File: src/rtl/hnd_pkg.sv
// Shared types, constants and bit-count functions for the Hamming
// nearest-descriptor core. No dependencies.
package hnd_pkg;

  localparam int unsigned MAX_CANDIDATES = 1024;
  localparam int unsigned CAND_CAP       = (MAX_CANDIDATES < 1024) ? MAX_CANDIDATES : 1024;
  localparam int unsigned DESC_WORDS     = 4;
  localparam int unsigned WORD_W         = 64;
  localparam int unsigned WONES_W        = 7;
  localparam int unsigned DIST_W         = 9;
  localparam int unsigned INDEX_W        = 10;
  localparam int unsigned COUNT_W        = 11;
  localparam int unsigned CFG_DATA_W     = 32;
  localparam int unsigned CFG_ADDR_W     = 3;
  localparam int unsigned WQ_DEPTH       = 4;
  localparam int unsigned WQ_PTR_W       = 2;
  localparam int unsigned RQ_DEPTH       = 4;
  localparam int unsigned RQ_PTR_W       = 2;
  localparam int unsigned FILL_W         = 3;

  localparam logic [DIST_W-1:0] INITIAL_BEST_RESET = 9'd256;
  localparam logic [DIST_W-1:0] MATCH_LIMIT_RESET  = 9'd100;

  typedef enum logic {
    KIND_QUERY     = 1'b0,
    KIND_CANDIDATE = 1'b1
  } kind_t;

  typedef enum logic {
    REG_INITIAL_BEST = 1'b0,
    REG_MATCH_LIMIT  = 1'b1
  } cfg_reg_t;

  typedef struct packed {
    kind_t                                kind;
    logic                                 last;
    logic [DESC_WORDS-1:0][WONES_W-1:0]   word_ones;
  } work_item_t;

  typedef struct packed {
    logic [INDEX_W-1:0] best_index;
    logic [DIST_W-1:0]  best_distance;
    logic               matched;
    logic               overflow;
  } result_t;

  function automatic logic [3:0] ones8(input logic [7:0] v);
    logic [3:0] n;
    n = '0;
    for (int i = 0; i < 8; i++) begin
      n = n + {3'b000, v[i]};
    end
    return n;
  endfunction

  function automatic logic [WONES_W-1:0] ones64(input logic [WORD_W-1:0] v);
    logic [WONES_W-1:0] n;
    n = '0;
    for (int i = 0; i < 8; i++) begin
      n = n + {3'b000, ones8(v[8*i +: 8])};
    end
    return n;
  endfunction

endpackage

File: src/rtl/hnd_front.sv
// Front end: accepts items, holds the query descriptor and counts the
// differing bits of each candidate word. Depends on hnd_pkg.
module hnd_front (
  input  logic                      clk,
  input  logic                      rst,
  input  logic                      push,
  output logic                      full,
  input  logic                      kind,
  input  logic [63:0]               desc_word0,
  input  logic [63:0]               desc_word1,
  input  logic [63:0]               desc_word2,
  input  logic [63:0]               desc_word3,
  input  logic                      last,
  output logic                      wq_push,
  output hnd_pkg::work_item_t       wq_item,
  input  logic                      wq_full
);
  import hnd_pkg::*;

  logic [DESC_WORDS-1:0][WORD_W-1:0] query;
  logic [DESC_WORDS-1:0][WORD_W-1:0] desc;
  kind_t                             item_kind;

  assign desc      = {desc_word3, desc_word2, desc_word1, desc_word0};
  assign item_kind = kind_t'(kind);
  assign full      = wq_full;
  assign wq_push   = push && !wq_full;

  always_ff @(posedge clk) begin
    if (rst) begin
      query <= '0;
    end else if (wq_push && item_kind == KIND_QUERY) begin
      query <= desc;
    end
  end

  always_comb begin
    wq_item.kind = item_kind;
    wq_item.last = last;
    for (int w = 0; w < DESC_WORDS; w++) begin
      wq_item.word_ones[w] = ones64(query[w] ^ desc[w]);
    end
  end

endmodule

File: src/rtl/hnd_work_queue.sv
// Short queue of classified items between front and back end.
// Depends on hnd_pkg.
module hnd_work_queue (
  input  logic                clk,
  input  logic                rst,
  input  logic                push,
  input  hnd_pkg::work_item_t push_item,
  output logic                full,
  input  logic                pop,
  output hnd_pkg::work_item_t head,
  output logic                empty
);
  import hnd_pkg::*;

  work_item_t           slots [WQ_DEPTH];
  logic [WQ_PTR_W-1:0]  wr_ptr;
  logic [WQ_PTR_W-1:0]  rd_ptr;
  logic [FILL_W-1:0]    fill;
  logic                 do_push;
  logic                 do_pop;

  assign full    = (fill == FILL_W'(WQ_DEPTH));
  assign empty   = (fill == '0);
  assign do_push = push && !full;
  assign do_pop  = pop && !empty;
  assign head    = slots[rd_ptr];

  always_ff @(posedge clk) begin
    if (do_push) begin
      slots[wr_ptr] <= push_item;
    end
  end

  always_ff @(posedge clk) begin
    if (rst) begin
      wr_ptr <= '0;
      rd_ptr <= '0;
      fill   <= '0;
    end else begin
      if (do_push) begin
        wr_ptr <= wr_ptr + 1'b1;
      end
      if (do_pop) begin
        rd_ptr <= rd_ptr + 1'b1;
      end
      if (do_push && !do_pop) begin
        fill <= fill + 1'b1;
      end else if (do_pop && !do_push) begin
        fill <= fill - 1'b1;
      end
    end
  end

endmodule

File: src/rtl/hnd_back.sv
// Back end: sums word distances, tracks the running best and queues
// results for the consumer. Depends on hnd_pkg.
module hnd_back (
  input  logic                       clk,
  input  logic                       rst,
  input  logic [hnd_pkg::DIST_W-1:0] initial_best,
  input  logic [hnd_pkg::DIST_W-1:0] match_limit,
  input  logic                       wq_empty,
  input  hnd_pkg::work_item_t        wq_head,
  output logic                       wq_pop,
  output logic                       empty,
  input  logic                       pop,
  output hnd_pkg::result_t           result
);
  import hnd_pkg::*;

  logic                 s1_valid;
  kind_t                s1_kind;
  logic                 s1_last;
  logic [DIST_W-1:0]    s1_dist;
  logic [DIST_W-1:0]    wq_dist;

  logic [DIST_W-1:0]    best_distance;
  logic [INDEX_W-1:0]   best_index;
  logic [COUNT_W-1:0]   count;
  logic [DIST_W-1:0]    best_distance_next;
  logic [INDEX_W-1:0]   best_index_next;
  logic [COUNT_W-1:0]   count_next;
  logic [DIST_W-1:0]    cur_dist;
  logic [DIST_W-1:0]    upd_dist;
  logic [INDEX_W-1:0]   upd_index;
  logic [COUNT_W-1:0]   upd_count;

  result_t              rq_slots [RQ_DEPTH];
  logic [RQ_PTR_W-1:0]  rq_wr_ptr;
  logic [RQ_PTR_W-1:0]  rq_rd_ptr;
  logic [FILL_W-1:0]    rq_fill;
  logic                 rq_push;
  logic                 rq_pop;
  result_t              rq_item;
  logic                 s1_pending;

  assign wq_dist = DIST_W'(wq_head.word_ones[0]) + DIST_W'(wq_head.word_ones[1])
                 + DIST_W'(wq_head.word_ones[2]) + DIST_W'(wq_head.word_ones[3]);

  assign s1_pending = s1_valid && s1_last && (s1_kind == KIND_CANDIDATE);
  assign wq_pop     = !wq_empty &&
                      (({1'b0, rq_fill} + {3'b000, s1_pending}) < (FILL_W + 1)'(RQ_DEPTH));

  always_ff @(posedge clk) begin
    if (rst) begin
      s1_valid <= 1'b0;
    end else begin
      s1_valid <= wq_pop;
    end
  end

  always_ff @(posedge clk) begin
    if (wq_pop) begin
      s1_kind <= wq_head.kind;
      s1_last <= wq_head.last;
      s1_dist <= wq_dist;
    end
  end

  always_comb begin
    cur_dist = (count == '0) ? initial_best : best_distance;
    if (count < COUNT_W'(CAND_CAP)) begin
      upd_count = count + 1'b1;
      if (s1_dist < cur_dist) begin
        upd_dist  = s1_dist;
        upd_index = count[INDEX_W-1:0];
      end else begin
        upd_dist  = cur_dist;
        upd_index = best_index;
      end
    end else begin
      upd_count = COUNT_W'(CAND_CAP + 1);
      upd_dist  = cur_dist;
      upd_index = best_index;
    end

    rq_item.best_index    = upd_index;
    rq_item.best_distance = upd_dist;
    rq_item.matched       = (upd_dist < match_limit);
    rq_item.overflow      = (upd_count > COUNT_W'(CAND_CAP));

    rq_push            = 1'b0;
    best_distance_next = best_distance;
    best_index_next    = best_index;
    count_next         = count;
    if (s1_valid) begin
      if (s1_kind == KIND_QUERY || s1_last) begin
        rq_push            = (s1_kind == KIND_CANDIDATE);
        best_distance_next = initial_best;
        best_index_next    = '0;
        count_next         = '0;
      end else begin
        best_distance_next = upd_dist;
        best_index_next    = upd_index;
        count_next         = upd_count;
      end
    end
  end

  always_ff @(posedge clk) begin
    if (rst) begin
      best_distance <= INITIAL_BEST_RESET;
      best_index    <= '0;
      count         <= '0;
    end else begin
      best_distance <= best_distance_next;
      best_index    <= best_index_next;
      count         <= count_next;
    end
  end

  assign empty  = (rq_fill == '0);
  assign rq_pop = pop && !empty;
  assign result = rq_slots[rq_rd_ptr];

  always_ff @(posedge clk) begin
    if (rq_push) begin
      rq_slots[rq_wr_ptr] <= rq_item;
    end
  end

  always_ff @(posedge clk) begin
    if (rst) begin
      rq_wr_ptr <= '0;
      rq_rd_ptr <= '0;
      rq_fill   <= '0;
    end else begin
      if (rq_push) begin
        rq_wr_ptr <= rq_wr_ptr + 1'b1;
      end
      if (rq_pop) begin
        rq_rd_ptr <= rq_rd_ptr + 1'b1;
      end
      if (rq_push && !rq_pop) begin
        rq_fill <= rq_fill + 1'b1;
      end else if (rq_pop && !rq_push) begin
        rq_fill <= rq_fill - 1'b1;
      end
    end
  end

  a_rq_no_overrun: assert property (@(posedge clk) disable iff (rst)
    rq_push |-> (rq_fill < FILL_W'(RQ_DEPTH)) || rq_pop)
    else $error("result queue overrun");

  a_count_bounded: assert property (@(posedge clk) disable iff (rst)
    count <= COUNT_W'(CAND_CAP + 1))
    else $error("candidate count out of range");

  a_clear_after_result: assert property (@(posedge clk) disable iff (rst)
    rq_push |=> (count == '0) && (best_index == '0))
    else $error("search not cleared after result");

  a_pop_needs_room: assert property (@(posedge clk) disable iff (rst)
    wq_pop |=> (rq_fill + {2'b00, s1_pending}) <= FILL_W'(RQ_DEPTH))
    else $error("result credit exceeded");

endmodule

File: src/rtl/hamming_nearest_descriptor_core.sv
// Hamming nearest-descriptor core: top level with configuration registers.
// Depends on hnd_pkg, hnd_front, hnd_work_queue and hnd_back.
//
// Usage:
//   Items enter through push/full. kind 0 loads the 256-bit query from
//   desc_word0..3 and restarts the search; kind 1 is a candidate. The
//   candidate with last high closes the search and yields one result.
//   Results leave through empty/pop; the oldest result sits on the result
//   ports while empty is low.
//   Throughput: one item per cycle while the result queue has room. The
//   front counts differing bits per 64-bit word, the back sums the four
//   counts and compares with the running best; only that compare feeds
//   back between candidates. Path: work queue, stage s1, then the
//   result queue, whose oldest entry drives the result ports.
//   Stall: while pop stays low, up to four results wait in the result
//   queue, then the four-entry work queue fills and full rises.
//   Reset: queues empty, query zero, initial_best 256, match_limit 100.
//   Registers at byte address 0 (initial_best) and 4 (match_limit) are
//   to be written by the user only while the core is idle, which the core
//   does not enforce; initial_best applies from the next search.
module hamming_nearest_descriptor_core (
  input  logic                           clk,
  input  logic                           rst,
  input  logic                           push,
  output logic                           full,
  input  logic                           kind,
  input  logic [63:0]                    desc_word0,
  input  logic [63:0]                    desc_word1,
  input  logic [63:0]                    desc_word2,
  input  logic [63:0]                    desc_word3,
  input  logic                           last,
  output logic                           empty,
  input  logic                           pop,
  output logic [hnd_pkg::INDEX_W-1:0]    best_index,
  output logic [hnd_pkg::DIST_W-1:0]     best_distance,
  output logic                           matched,
  output logic                           overflow,
  input  logic                           psel,
  input  logic                           penable,
  input  logic                           pwrite,
  input  logic [hnd_pkg::CFG_ADDR_W-1:0] paddr,
  input  logic [hnd_pkg::CFG_DATA_W-1:0] pwdata,
  output logic [hnd_pkg::CFG_DATA_W-1:0] prdata,
  output logic                           pready
);
  import hnd_pkg::*;

  logic [DIST_W-1:0] initial_best;
  logic [DIST_W-1:0] match_limit;
  cfg_reg_t          reg_sel;
  logic              cfg_write;

  logic              wq_push;
  work_item_t        wq_item;
  logic              wq_full;
  logic              wq_pop;
  work_item_t        wq_head;
  logic              wq_empty;
  result_t           result;

  assign pready    = 1'b1;
  assign reg_sel   = cfg_reg_t'(paddr[2]);
  assign cfg_write = psel && penable && pwrite && pready;

  always_ff @(posedge clk) begin
    if (rst) begin
      initial_best <= INITIAL_BEST_RESET;
      match_limit  <= MATCH_LIMIT_RESET;
    end else if (cfg_write) begin
      unique case (reg_sel)
        REG_INITIAL_BEST: initial_best <= pwdata[DIST_W-1:0];
        REG_MATCH_LIMIT:  match_limit  <= pwdata[DIST_W-1:0];
        default:          ;
      endcase
    end
  end

  always_comb begin
    unique case (reg_sel)
      REG_INITIAL_BEST: prdata = CFG_DATA_W'(initial_best);
      REG_MATCH_LIMIT:  prdata = CFG_DATA_W'(match_limit);
      default:          prdata = '0;
    endcase
  end

  hnd_front u_front (
    .clk        (clk),
    .rst        (rst),
    .push       (push),
    .full       (full),
    .kind       (kind),
    .desc_word0 (desc_word0),
    .desc_word1 (desc_word1),
    .desc_word2 (desc_word2),
    .desc_word3 (desc_word3),
    .last       (last),
    .wq_push    (wq_push),
    .wq_item    (wq_item),
    .wq_full    (wq_full)
  );

  hnd_work_queue u_work_queue (
    .clk       (clk),
    .rst       (rst),
    .push      (wq_push),
    .push_item (wq_item),
    .full      (wq_full),
    .pop       (wq_pop),
    .head      (wq_head),
    .empty     (wq_empty)
  );

  hnd_back u_back (
    .clk          (clk),
    .rst          (rst),
    .initial_best (initial_best),
    .match_limit  (match_limit),
    .wq_empty     (wq_empty),
    .wq_head      (wq_head),
    .wq_pop       (wq_pop),
    .empty        (empty),
    .pop          (pop),
    .result       (result)
  );

  assign best_index    = result.best_index;
  assign best_distance = result.best_distance;
  assign matched       = result.matched;
  assign overflow      = result.overflow;

endmodule

File: config.mk
export PLATFORM = sky130hd
export DESIGN_NAME = hamming_nearest_descriptor_core
export DESIGN_NICKNAME = d
export VERILOG_FILES = /design/src/rtl/hnd_pkg.sv /design/src/rtl/hnd_front.sv /design/src/rtl/hnd_work_queue.sv /design/src/rtl/hnd_back.sv /design/src/rtl/hamming_nearest_descriptor_core.sv
export SDC_FILE = /design/constraint.sdc
export NUM_CORES = 1
export LEC_CHECK = 0
export BUFFER_PORTS_ARGS = -buffer_cell sky130_fd_sc_hd__buf_2
export CORE_ASPECT_RATIO = 0.9
export CORE_MARGIN = 1
export CORE_UTILIZATION = 64
export CTS_BUF_LIST = sky130_fd_sc_hd__clkbuf_16
export DETAILED_ROUTE_END_ITERATION = 12
export HOLD_SLACK_MARGIN = 0.06
export MAX_ROUTING_LAYER = met4
export PLACE_DENSITY = 0.89
export SETUP_SLACK_MARGIN = 0.3
export SLEW_MARGIN = 0
export SYNTH_ARGS = -nofsm -noshare
export SYNTH_HDL_FRONTEND = slang
export SYNTH_SLANG_ARGS = --single-unit
File: constraint.sdc
create_clock -name clk -period 16.7 [get_ports clk]
set_input_delay 1.67 -clock clk [delete_from_list [all_inputs] [get_ports clk]]
set_output_delay 1.67 -clock clk [all_outputs]
set_load 0.005 [all_outputs]
==> flow_summary_export.csv, run 1 <==
group,metric,value,unit
outcome,status,"complete, no violations",
sta,setup_viol,0,
routing,drc,0,
routing,antenna_left,0,
critical_path,critPathMostFrequentCell,"fa_1",
critical_path,cp.required,17080,ps
global_routing,overflow,0,
synthesis,synth.area.mux_share,4.38,%
final_layout,layout-drive-gt1-share,14.4,%
synthesis,yosys_warnings,0,
sta,relSlewSlack,27.4,%
routing,vias,21200,
sta,rsz0062_at_grt,"no",
synthesis,synth-seq-area-share,41.1,%
routing,drt_iter0_markers,1225,
sta,fin_skew,16.1,ps
final_layout,syn_to_final_growth,11.6,%
final_layout,fin_area,35100,µm²
routing,via_per_inst,5.37,
routing,wl_per_cell,16.3,µm
synthesis,netlist_area,31500,µm²
die,fp.dieH,212,µm
synthesis,synth_edf_count,215,
critical_path,cp-start-kind,"input pin",
clocking,cts.sinks,538,
global_routing,grt_pass1_vias,21500,
synthesis,synth_compound_area_share,7.95,%
placement,gp_congestion,0.860,
clocking,cts_setup_buffers,0,
synthesis,synth_cells,2997,
final_layout,fill_cells,3243,
clocking,root_buffer,"clkbuf_16",
sta,slew_violations,0,
critical_path,critical_path_class,"in2reg",
synthesis,ys_ff_latch,538,
critical_path,crit_family,"adder cells",
routing,wirelength,64100,µm
critical_path,crit_chain,"buf_2 > xor2_1 > ha_1 > fa_1 > inv_1 > fa_1 > fa_1 > fa_1 > inv_1 > fa_1 > xnor2_1 > fa_1 > fa_1 > fa_1 > fa_1 > inv_1 > ha_1 > a21o_1 > a21oi_1 > o21bai_1 > a21oi_1 > xnor2_1",
clocking,cts_tree,"built",
sta,layout_worst_path_cycle_share,48.7,%
die,io_pins,356,
synthesis,synthSimpleGateAreaFrac,9.96,%
global_routing,grt_max_degree,133,
clocking,clock_latency,610,ps
clocking,cts_buffer_depth,3,
synthesis,syn_area_per_cell,10.5,µm²
clocking,ctsResizeCount,0,
synthesis,dominantRegCellSynth,"dfxtp_1",
global_routing,antenna_found_initial,16,
global_routing,grt_usage,26.6,%
placement,numPortBuffers,306,
clocking,cts_inserted_buffers,55,
clocking,cts.clk_slew.worst_paths,60,ps
clocking,hold_buffers,0,
die,core-area,48200,µm²
sta,hold_viol_final,0,
sta,tightest_slew,1090,ps
synthesis,synthAdderAreaFrac,21.5,%
clocking,ctsHtreeMaxLevel,2,
placement,dpl_cell_area,33300,µm²
critical_path,crit_fanout,4,
placement,dp_hpwl,45100,µm
run,drv_cap,0,
synthesis,synth_xor_area_share,9.38,%
routing,drtPass1Iterations,7,
critical_path,slowest_delay,600,ps
final_layout,layout.nets,3962,
synthesis,async_flop_share,0,%
sta,fin_hold_ws,464,ps
sta,fmaxAchievable,123,MHz
die,die_area,50100,µm²
worst_hold_path,min_path_type,"reg2reg",
die,start_util,65.3,%
critical_path,cpMaxStageDelayCell,"fa_1",
sta,fin_crit,8140,ps
die,rows,76,
critical_path,end_kind,"flip-flop",
synthesis,ys_types,56,
critical_path,cp_num_buf_inv,4,
sta,final.setup.tns,0,ps
critical_path,crit_arrival,8510,ps
synthesis,synth_top_family_by_area,"adder cells",
die,die_w,236,µm
global_routing,grt_pass1_wl,104000,µm
## flip-flops by register name, indices dropped and copies added, names as in the netlist, 9 cells and up, named ones only
signal / cells
initial_best: 9
match_limit: 9
u_back.best_distance: 9
u_back.best_index: 10
u_back.count: 11
u_back.rq_slots: 84
u_back.s1_dist: 9
u_front.query: 256
u_work_queue.slots: 120
## final timing paths
check / to / cells after the start / slack [ps] / startpoint
hold / removal: u_front.query[190] / 2 / 460 / u_front.query[190]
hold reg to reg: u_front.query[190] / 2 / 460 / u_front.query[190]
setup / recovery: u_work_queue.slots[3][13] / 22 / 8560 / desc_word1[8]
setup reg to reg: u_work_queue.slots[3][13] / 21 / 9370 / u_front.query[73]
## cell type report
cell class | count | area, µm² | area share (%)
repair buffers | 320 | 1650 | 4.69
clock buffers | 55 | 1380 | 3.92
inverters | 295 | 1110 | 3.15
flip-flops and latches | 538 | 12900 | 36.8
multi-input cells | 2039 | 16900 | 48.0
diodes | 19 | 47.5 | 0.135
well taps | 624 | 781 | 2.22
clock inverters | 49 | 398 | 1.13
## through the flow
stage / std cells / setup WS, ps / utilization [%]
2_1_floorplan: 3019 / 8390 / -
3_3_place_gp: 3816 / 8050 / 69.1
3_5_place_dp: 3816 / 7910 / 69.1
4_1_cts: 3920 / 8550 / 72.8
5_1_grt: 3935 / 8250 / 72.9
6_report: 3939 / 8560 / 72.9
## cell families after synthesis
| logic type | Yosys count |
|---|---|
| simple gates | 756 |
| flops | 538 |
| buf+inv | 442 |
| compound gates | 436 |
| fa+ha+maj | 413 |
| xor+xnor | 337 |
| mux | 73 |
| other cells | 2 |
## cells in the final DEF (no fill, tap or decap), types with 4 or more instances in the layout
cell type / n
a211oi_1: 4
nand3_1: 10
diode_2: 19
mux2i_1: 13
o21ai_0: 24
a21oi_1: 317
clkinv_1: 14
fa_1: 215
conb_1: 24
clkinvlp_4: 4
nand2b_1: 11
clkbuf_16: 55
bufinv_16: 6
dfxtp_1: 322
mux4_2: 51
o32ai_2: 7
clkinv_2: 7
and3_1: 6
nor2b_1: 45
nor2_1: 60
inv_1: 304
nor3_1: 8
o21bai_1: 6
a21o_1: 21
a31oi_1: 4
mux2_2: 9
buf_2: 305
and2_1: 16
o21a_1: 25
xnor2_1: 192
ha_1: 198
edfxtp_1: 215
a22o_1: 10
buf_4: 14
nand2_1: 579
xor2_1: 145
## layer usage
| metal | vias up | share of wire [%] | global-route usage (%) |
|---|---|---|---|
| met4 | 0 | 2.9 | 9.33 |
| met5 | - | 0 | - |
| met2 | 514 | 51 | 45.2 |
| met1 | 10200 | 41 | 32.5 |
| met3 | 132 | 5.0 | 4.00 |
| li1 | 10300 | - | - |
## tightest hold or removal path, delay by kind of cell, from the launching register on
family | cells | cell delay (ps)
flip-flops | 1 | 310
AND/OR/NAND/NOR | 1 | 50
AO/OA/AOI/OAI | 1 | 50
## Yosys cell counts (all sizes together) (3+ instances only)
master	count	share of area [%]
o21ai	27	0.43
nor2	61	0.75
nand3	10	0.16
nand3b	3	0.072
o21a	25	0.60
xor2	145	4.0
a211oi	4	0.095
fa	215	14
and3	6	0.12
nor3	8	0.13
a22oi	3	0.072
nand4	3	0.060
o21bai	6	0.14
inv	295	3.5
and2	16	0.32
a21o	21	0.50
dfxtp	323	21
nor3b	3	0.072
o32ai	7	0.36
edfxtp	215	21
clkbuf	84	1.0
a21oi	317	5.0
nand2	579	6.9
nand2b	12	0.24
a22o	10	0.28
mux2	9	0.32
buf	63	1.2
mux2i	13	0.41
a31oi	4	0.079
a211o	3	0.083
mux4	51	3.6
nor2b	46	0.91
ha	198	7.9
xnor2	192	5.3
Power of run 1 is left out: the tool's default activity adds up to more than one toggle a clock period on the data nets, which glitch-free logic cannot reach.
==> run 2, diff against run 1 <==
--- a/config.mk
+++ b/config.mk
@@ -8,12 +8,12 @@
 export BUFFER_PORTS_ARGS = -buffer_cell sky130_fd_sc_hd__buf_2
 export CORE_ASPECT_RATIO = 0.9
 export CORE_MARGIN = 1
-export CORE_UTILIZATION = 64
+export CORE_UTILIZATION = 60
 export CTS_BUF_LIST = sky130_fd_sc_hd__clkbuf_16
 export DETAILED_ROUTE_END_ITERATION = 12
 export HOLD_SLACK_MARGIN = 0.06
 export MAX_ROUTING_LAYER = met4
-export PLACE_DENSITY = 0.89
+export PLACE_DENSITY = 0.85
 export SETUP_SLACK_MARGIN = 0.3
 export SLEW_MARGIN = 0
 export SYNTH_ARGS = -nofsm -noshare
==> constraint.sdc (replaced) <==
create_clock -name clk -period 8 [get_ports clk]
set_input_delay 0.8 -clock clk [delete_from_list [all_inputs] [get_ports clk]]
set_output_delay 0.8 -clock clk [all_outputs]
set_load 0.005 [all_outputs]
==> run 2 against run 1 <==
  * Die area increased by 6.6%
  * Clock skew increased by 4.2 ps
  * Cell area is 0.54% higher
  * Via count shrank 0.59%
  * Routed wire length decreased by 0.13%
  * Critical path depth is 3 higher
==> flow_summary_export.csv, run 2 (synthesis gave the netlist of run 1 again) <==
group,metric,value,unit
outcome,status,"complete, no violations",
routing,drc,0,
sta,tightest_slew,1130,ps
sta,final.setup.tns,0,ps
final_layout,layout-drive-gt1-share,14.5,%
clocking,clock_latency,610,ps
die,io_pins,356,
routing,wirelength,64100,µm
sta,setup_viol,0,
sta,fin_skew,20.3,ps
sta,hold_viol_final,0,
global_routing,grt_pass1_vias,21200,
clocking,cts_inserted_buffers,55,
run,drv_cap,0,
final_layout,mostFrequentLayoutCell,"nand2_1",
sta,rsz0062_at_grt,"no",
die,die_w,243,µm
clocking,cts.sinks,538,
die,rows,79,
routing,vias,21000,
critical_path,cp-start-kind,"flip-flop",
final_layout,post-route-util,68.2,%
critical_path,crit_arrival,7680,ps
final_layout,syn_to_final_growth,12.2,%
clocking,ctsResizeCount,0,
final_layout,largest_reg_flops,256,
clocking,hold_buffers,0,
global_routing,grt_usage,24.8,%
sta,fmaxAchievable,137,MHz
placement,numPortBuffers,306,
global_routing,grt_max_degree,193,
clocking,cts.clk_slew.worst_paths,60,ps
global_routing,grt_pass1_wl,104000,µm
routing,via_per_inst,5.25,
sta,slew_violations,0,
final_layout,top_register,"u_front.query",
placement,dp_hpwl,45800,µm
die,core-area,51800,µm²
die,die_area,53400,µm²
die,fp.dieH,219,µm
worst_hold_path,min_path_type,"in2reg",
sta,fin_hold_ws,421,ps
sta,relSlewSlack,24.6,%
final_layout,final_cell_mix,"nand2_1 (579), dfxtp_1 (322), a21oi_1 (316)",
routing,wl_per_cell,16.0,µm
final_layout,layout.nets,3962,
placement,gp_congestion,0.839,
clocking,ctsHtreeMaxLevel,2,
critical_path,crit_fanout,4,
clocking,root_buffer,"clkbuf_16",
die,start_util,60.8,%
critical_path,cp.required,8390,ps
critical_path,end_kind,"flip-flop",
clocking,cts_buffer_depth,3,
routing,antenna_left,0,
final_layout,reg.largest.list,"u_front.query: 256 flops, u_work_queue.slots: 120 flops, u_back.rq_slots: 84 flops",
clocking,cts_setup_buffers,0,
global_routing,overflow,0,
clocking,cts_tree,"built",
routing,drt_iter0_markers,1258,
critical_path,critical_path_class,"reg2reg",
sta,layout_worst_path_cycle_share,91.2,%
sta,fin_crit,7300,ps
routing,drtPass1Iterations,6,
global_routing,antenna_found_initial,20,
run 2: changes by cell type in the layout (fill, tap and decap cells not counted), sizes merged:
cell	delta
diode	+3
clkbuf	+1
bufinv	+3
inv	+1
clkinv	-5
run 2: through the flow:
stage / worst slack, ps / instance area (µm²) / std cells
6_report: 704 / 35300 / 4006
5_1_grt: 312 / 35300 / 4004
2_1_floorplan: 558 / 31600 / 3019
3_3_place_gp: 242 / 33400 / 3880
4_1_cts: 655 / 35300 / 3984
3_5_place_dp: 84.1 / 33400 / 3880
run 2: worst max-delay path, cell delays in order, from the launching register on:
cell and delay [ps]:
dfxtp_1 340, xor2_1 220, ha_1 290, fa_1 530
inv_1 50, fa_1 510, fa_1 480, fa_1 500
inv_1 70, ha_1 280, a21o_1 160, a21oi_1 170
xnor2_1 110, fa_1 540, inv_1 50, fa_1 520
inv_1 60, fa_1 550, inv_1 70, fa_1 540
inv_1 40, ha_1 330, a21oi_2 180, o21bai_1 80
a21oi_1 170, xnor2_1 230
run 2: worst paths after layout:
| check | startpoint | endpoint | slack (ps) | cells past startpoint |
|---|---|---|---|---|
| min | pwdata[6] | match_limit[6] | 420 | 2 |
| min reg2reg | u_front.query[111] | u_front.query[111] | 460 | 2 |
| max reg2reg | u_front.query[64] | u_work_queue.slots[3][13] | 700 | 25 |
| max | u_front.query[64] | u_work_queue.slots[3][13] | 700 | 25 |
run 2: final cells by class:
class / instances / area [µm²]
inverter: 295 / 1110
antenna: 22 / 55.1
clock inverter: 48 / 458
sequential: 538 / 12900
tap: 688 / 861
timing repair buffer: 320 / 1660
clock buffer: 56 / 1400
multi-input combinational: 2039 / 16900
fill: 3790 / 16500
run 2: layer usage:
metal  global-route usage, %  vias to the layer above  wire length, µm  part of all wire, %
li1                        -                    10300                -                    -
met1                    30.6                    10200            27100                   42
met2                    41.6                      420            32400                   51
met3                    4.60                      108             2950                  4.6
met4                    7.46                        0             1580                  2.5
met5                       -                        -                0                    0
Power of run 2 is left out for the same reason.
==> run 3, diff against run 2 <==
--- a/config.mk
+++ b/config.mk
@@ -5,6 +5,7 @@
 export SDC_FILE = /design/constraint.sdc
 export NUM_CORES = 1
 export LEC_CHECK = 0
+export ABC_AREA = 1
 export BUFFER_PORTS_ARGS = -buffer_cell sky130_fd_sc_hd__buf_2
 export CORE_ASPECT_RATIO = 0.9
 export CORE_MARGIN = 1
@@ -13,7 +14,7 @@
 export DETAILED_ROUTE_END_ITERATION = 12
 export HOLD_SLACK_MARGIN = 0.06
 export MAX_ROUTING_LAYER = met4
-export PLACE_DENSITY = 0.85
+export PLACE_DENSITY = 0.84
 export SETUP_SLACK_MARGIN = 0.3
 export SLEW_MARGIN = 0
 export SYNTH_ARGS = -nofsm -noshare
==> run 3 against run 2 <==
  * Area after synthesis increased by 2.2%
  * Die area increased by 2.2%
  * Global-route usage decreased by 0.43 points
  * Critical endpoint is now u_work_queue.slots[2][27]
  * Largest cell class unchanged
  * Highest routed layer unchanged
==> flow_summary_export.csv, run 3 <==
group,metric,value,unit
final_layout,reg.largest.list,"u_front.query: 256 flops, u_work_queue.slots: 120 flops, u_back.rq_slots: 84 flops",
critical_path,crit_fanout,4,
final_layout,largest_reg_flops,256,
clocking,ctsHtreeMaxLevel,2,
clocking,cts_inserted_buffers,55,
clocking,cts_setup_buffers,0,
routing,antenna_left,0,
global_routing,antenna_found_initial,15,
critical_path,rr_startpoint,"u_front.query[200]",
synthesis,yosys_warnings,0,
critical_path,cp-endpoint,"u_work_queue.slots[2][27]",
critical_path,slowest_delay,540,ps
critical_path,r2r_end,"u_work_queue.slots[2][27]",
final_layout,layout.nets,4315,
critical_path,critPathLaunch,"u_front.query[200]",
routing,wl_per_cell,14.6,µm
sta,fin_crit,7460,ps
final_layout,regArea,12900,µm²
sta,fin_skew,23.9,ps
synthesis,netlist_area,32200,µm²
synthesis,dominantRegCellSynth,"dfxtp_1",
die,rows,80,
final_layout,layoutNonFillerInstCount,4363,
final_layout,multi_input_area,16100,µm²
sta,rsz0062_at_grt,"no",
critical_path,critical_path_class,"reg2reg",
worst_hold_path,min_path_type,"in2reg",
clocking,hold_buffers,0,
die,start_util,60.7,%
placement,gp_congestion,0.854,
sta,layout_worst_path_cycle_share,93.3,%
synthesis,synth_top_cell_by_area,"dfxtp_1",
critical_path,cpMaxStageDelayCell,"fa_1",
die,io_pins,356,
clocking,cts_buffer_depth,3,
final_layout,top_register,"u_front.query",
routing,drc,0,
sta,fin_hold_ws,403,ps
routing,vias,22500,
sta,relSlewSlack,19.8,%
placement,dp_hpwl,45300,µm
final_layout,mostFrequentLayoutCell,"inv_1",
die,die_area,54500,µm²
global_routing,overflow,0,
critical_path,crit_arrival,7810,ps
critical_path,critPathMostFrequentCell,"fa_1",
final_layout,final_cell_mix,"inv_1 (620), a21oi_1 (363), dfxtp_1 (323)",
synthesis,synth-seq-area-share,40.2,%
synthesis,synth_edf_count,215,
final_layout,layout-drive-gt1-share,12.8,%
clocking,ctsResizeCount,0,
global_routing,grt_usage,24.4,%
global_routing,grt_pass1_wl,106000,µm
sta,hold_viol_final,0,
synthesis,ys_types,45,
synthesis,synth_area_leaders,"dfxtp_1 (20%), edfxtp_1 (20%), fa_1 (13%)",
run,drv_cap,0,
synthesis,synth_top_area_share,20.1,%
clocking,root_buffer,"clkbuf_16",
critical_path,cp-start-kind,"flip-flop",
sta,fmaxAchievable,134,MHz
critical_path,reg2reg_depth,27,
clocking,cts_tree,"built",
placement,numPortBuffers,306,
die,die_w,246,µm
routing,wirelength,63700,µm
synthesis,ys_ff_latch,538,
die,fp.dieH,222,µm
outcome,status,"complete, no violations",
clocking,cts.clk_slew.worst_paths,60,ps
synthesis,synth_cells,3359,
synthesis,syn_area_per_cell,9.58,µm²
placement,post-place-ws,-20.5,ps
final_layout,fill_cells,3909,
clocking,clock_latency,620,ps
synthesis,async_flop_share,0,%
die,core-area,53000,µm²
sta,slew_violations,0,
final_layout,syn_to_final_growth,11.8,%
routing,drt_iter0_markers,1304,
global_routing,grt_max_degree,247,
synthesis,yosysMostFrequentCell,"inv_1",
clocking,cts.sinks,538,
critical_path,cp.required,8350,ps
critical_path,end_kind,"flip-flop",
synthesis,synthTopCellsByCount,"inv_1 (614), a21oi_1 (365), dfxtp_1 (323)",
routing,drtPass1Iterations,7,
placement,placedCellCount,4242,
sta,setup_viol,0,
sta,tightest_slew,1200,ps
routing,via_per_inst,5.15,
sta,fin_ws,539,ps
global_routing,grt_pass1_vias,22400,
critical_path,r2r_slack,540,ps
[run 3: changes by cell type after synthesis, sizes merged, moves of 16 or more]
cell	before	now
o21ai	27	442
nand2	579	208
inv	295	615
nor2	61	147
mux4	51	0
a21oi	317	366
nor2b	46	0
o22ai	0	45
nand3	10	42
buf	63	87
xnor2	192	172
a21o	21	5
[run 3: cells by family after synthesis]
logic type | Yosys count | share of synthesized area (%)
flops | 538 | 40.2
compound gates | 884 | 14.4
simple gates | 417 | 5.32
buf+inv | 781 | 10.2
fa+ha+maj | 413 | 21.1
xor+xnor | 324 | 8.82
other cells | 2 | 0.0233
[run 3: per-layer routing]
layer,vias to the layer above,wire (µm),track usage [%],part of all wire [%]
met3,106,3760,4.33,5.9
li1,11400,-,-,-
met5,-,0,-,0
met4,0,1470,7.17,2.3
met1,10500,27200,30.1,43
met2,521,31400,40.8,49
[run 3: worst min path at each step]
| stage | from | to | slack [ps] | cells after the start |
|---|---|---|---|---|
| 2_1_floorplan | u_work_queue.rd_ptr[1] | flip-flop | 410 | 1 |
| 3_3_place_gp | u_work_queue.rd_ptr[1] | u_work_queue.rd_ptr[1] | 430 | 1 |
| 3_5_place_dp | u_front.query[138] | u_front.query[138] | 450 | 2 |
| 4_1_cts | last | u_work_queue.slots[2][28] | 370 | 1 |
| 5_1_grt | last | u_work_queue.slots[1][28] | 370 | 1 |
| 6_report | last | u_work_queue.slots[1][28] | 400 | 1 |
[run 3: final cells by class]
| type | instances | area share, % |
|---|---|---|
| multi-input cells | 2062 | 44.9 |
| flip-flops and latches | 538 | 35.9 |
| inverters | 617 | 6.46 |
| repair buffers | 328 | 4.79 |
| clock buffers | 55 | 3.83 |
| well taps | 697 | 2.43 |
| clock inverters | 49 | 1.52 |
| diodes | 17 | 0.118 |
[run 3: metrics by stage]
| stage | cell area (µm²) | util (%) | TNS, ps |
|---|---|---|---|
| CTS | 35800 | 67.6 | 0 |
| floorplan | 32200 | - | 0 |
| global placement | 33900 | 64.0 | 0 |
| finish | 36000 | 67.9 | 0 |
| detailed placement | 33900 | 64.0 | -199 |
| global route | 35900 | 67.9 | 0 |
[run 3: critical path: cells and delay by family, from the launching register on]
family	cells	cell delay, ps
XOR/XNOR	4	590
flip-flops	1	320
buffers and inverters	6	330
AO/OA/AOI/OAI	5	860
AND/OR/NAND/NOR	1	80
adder cells (fa/ha/maj)	11	5020
Power of run 3 is left out for the same reason.
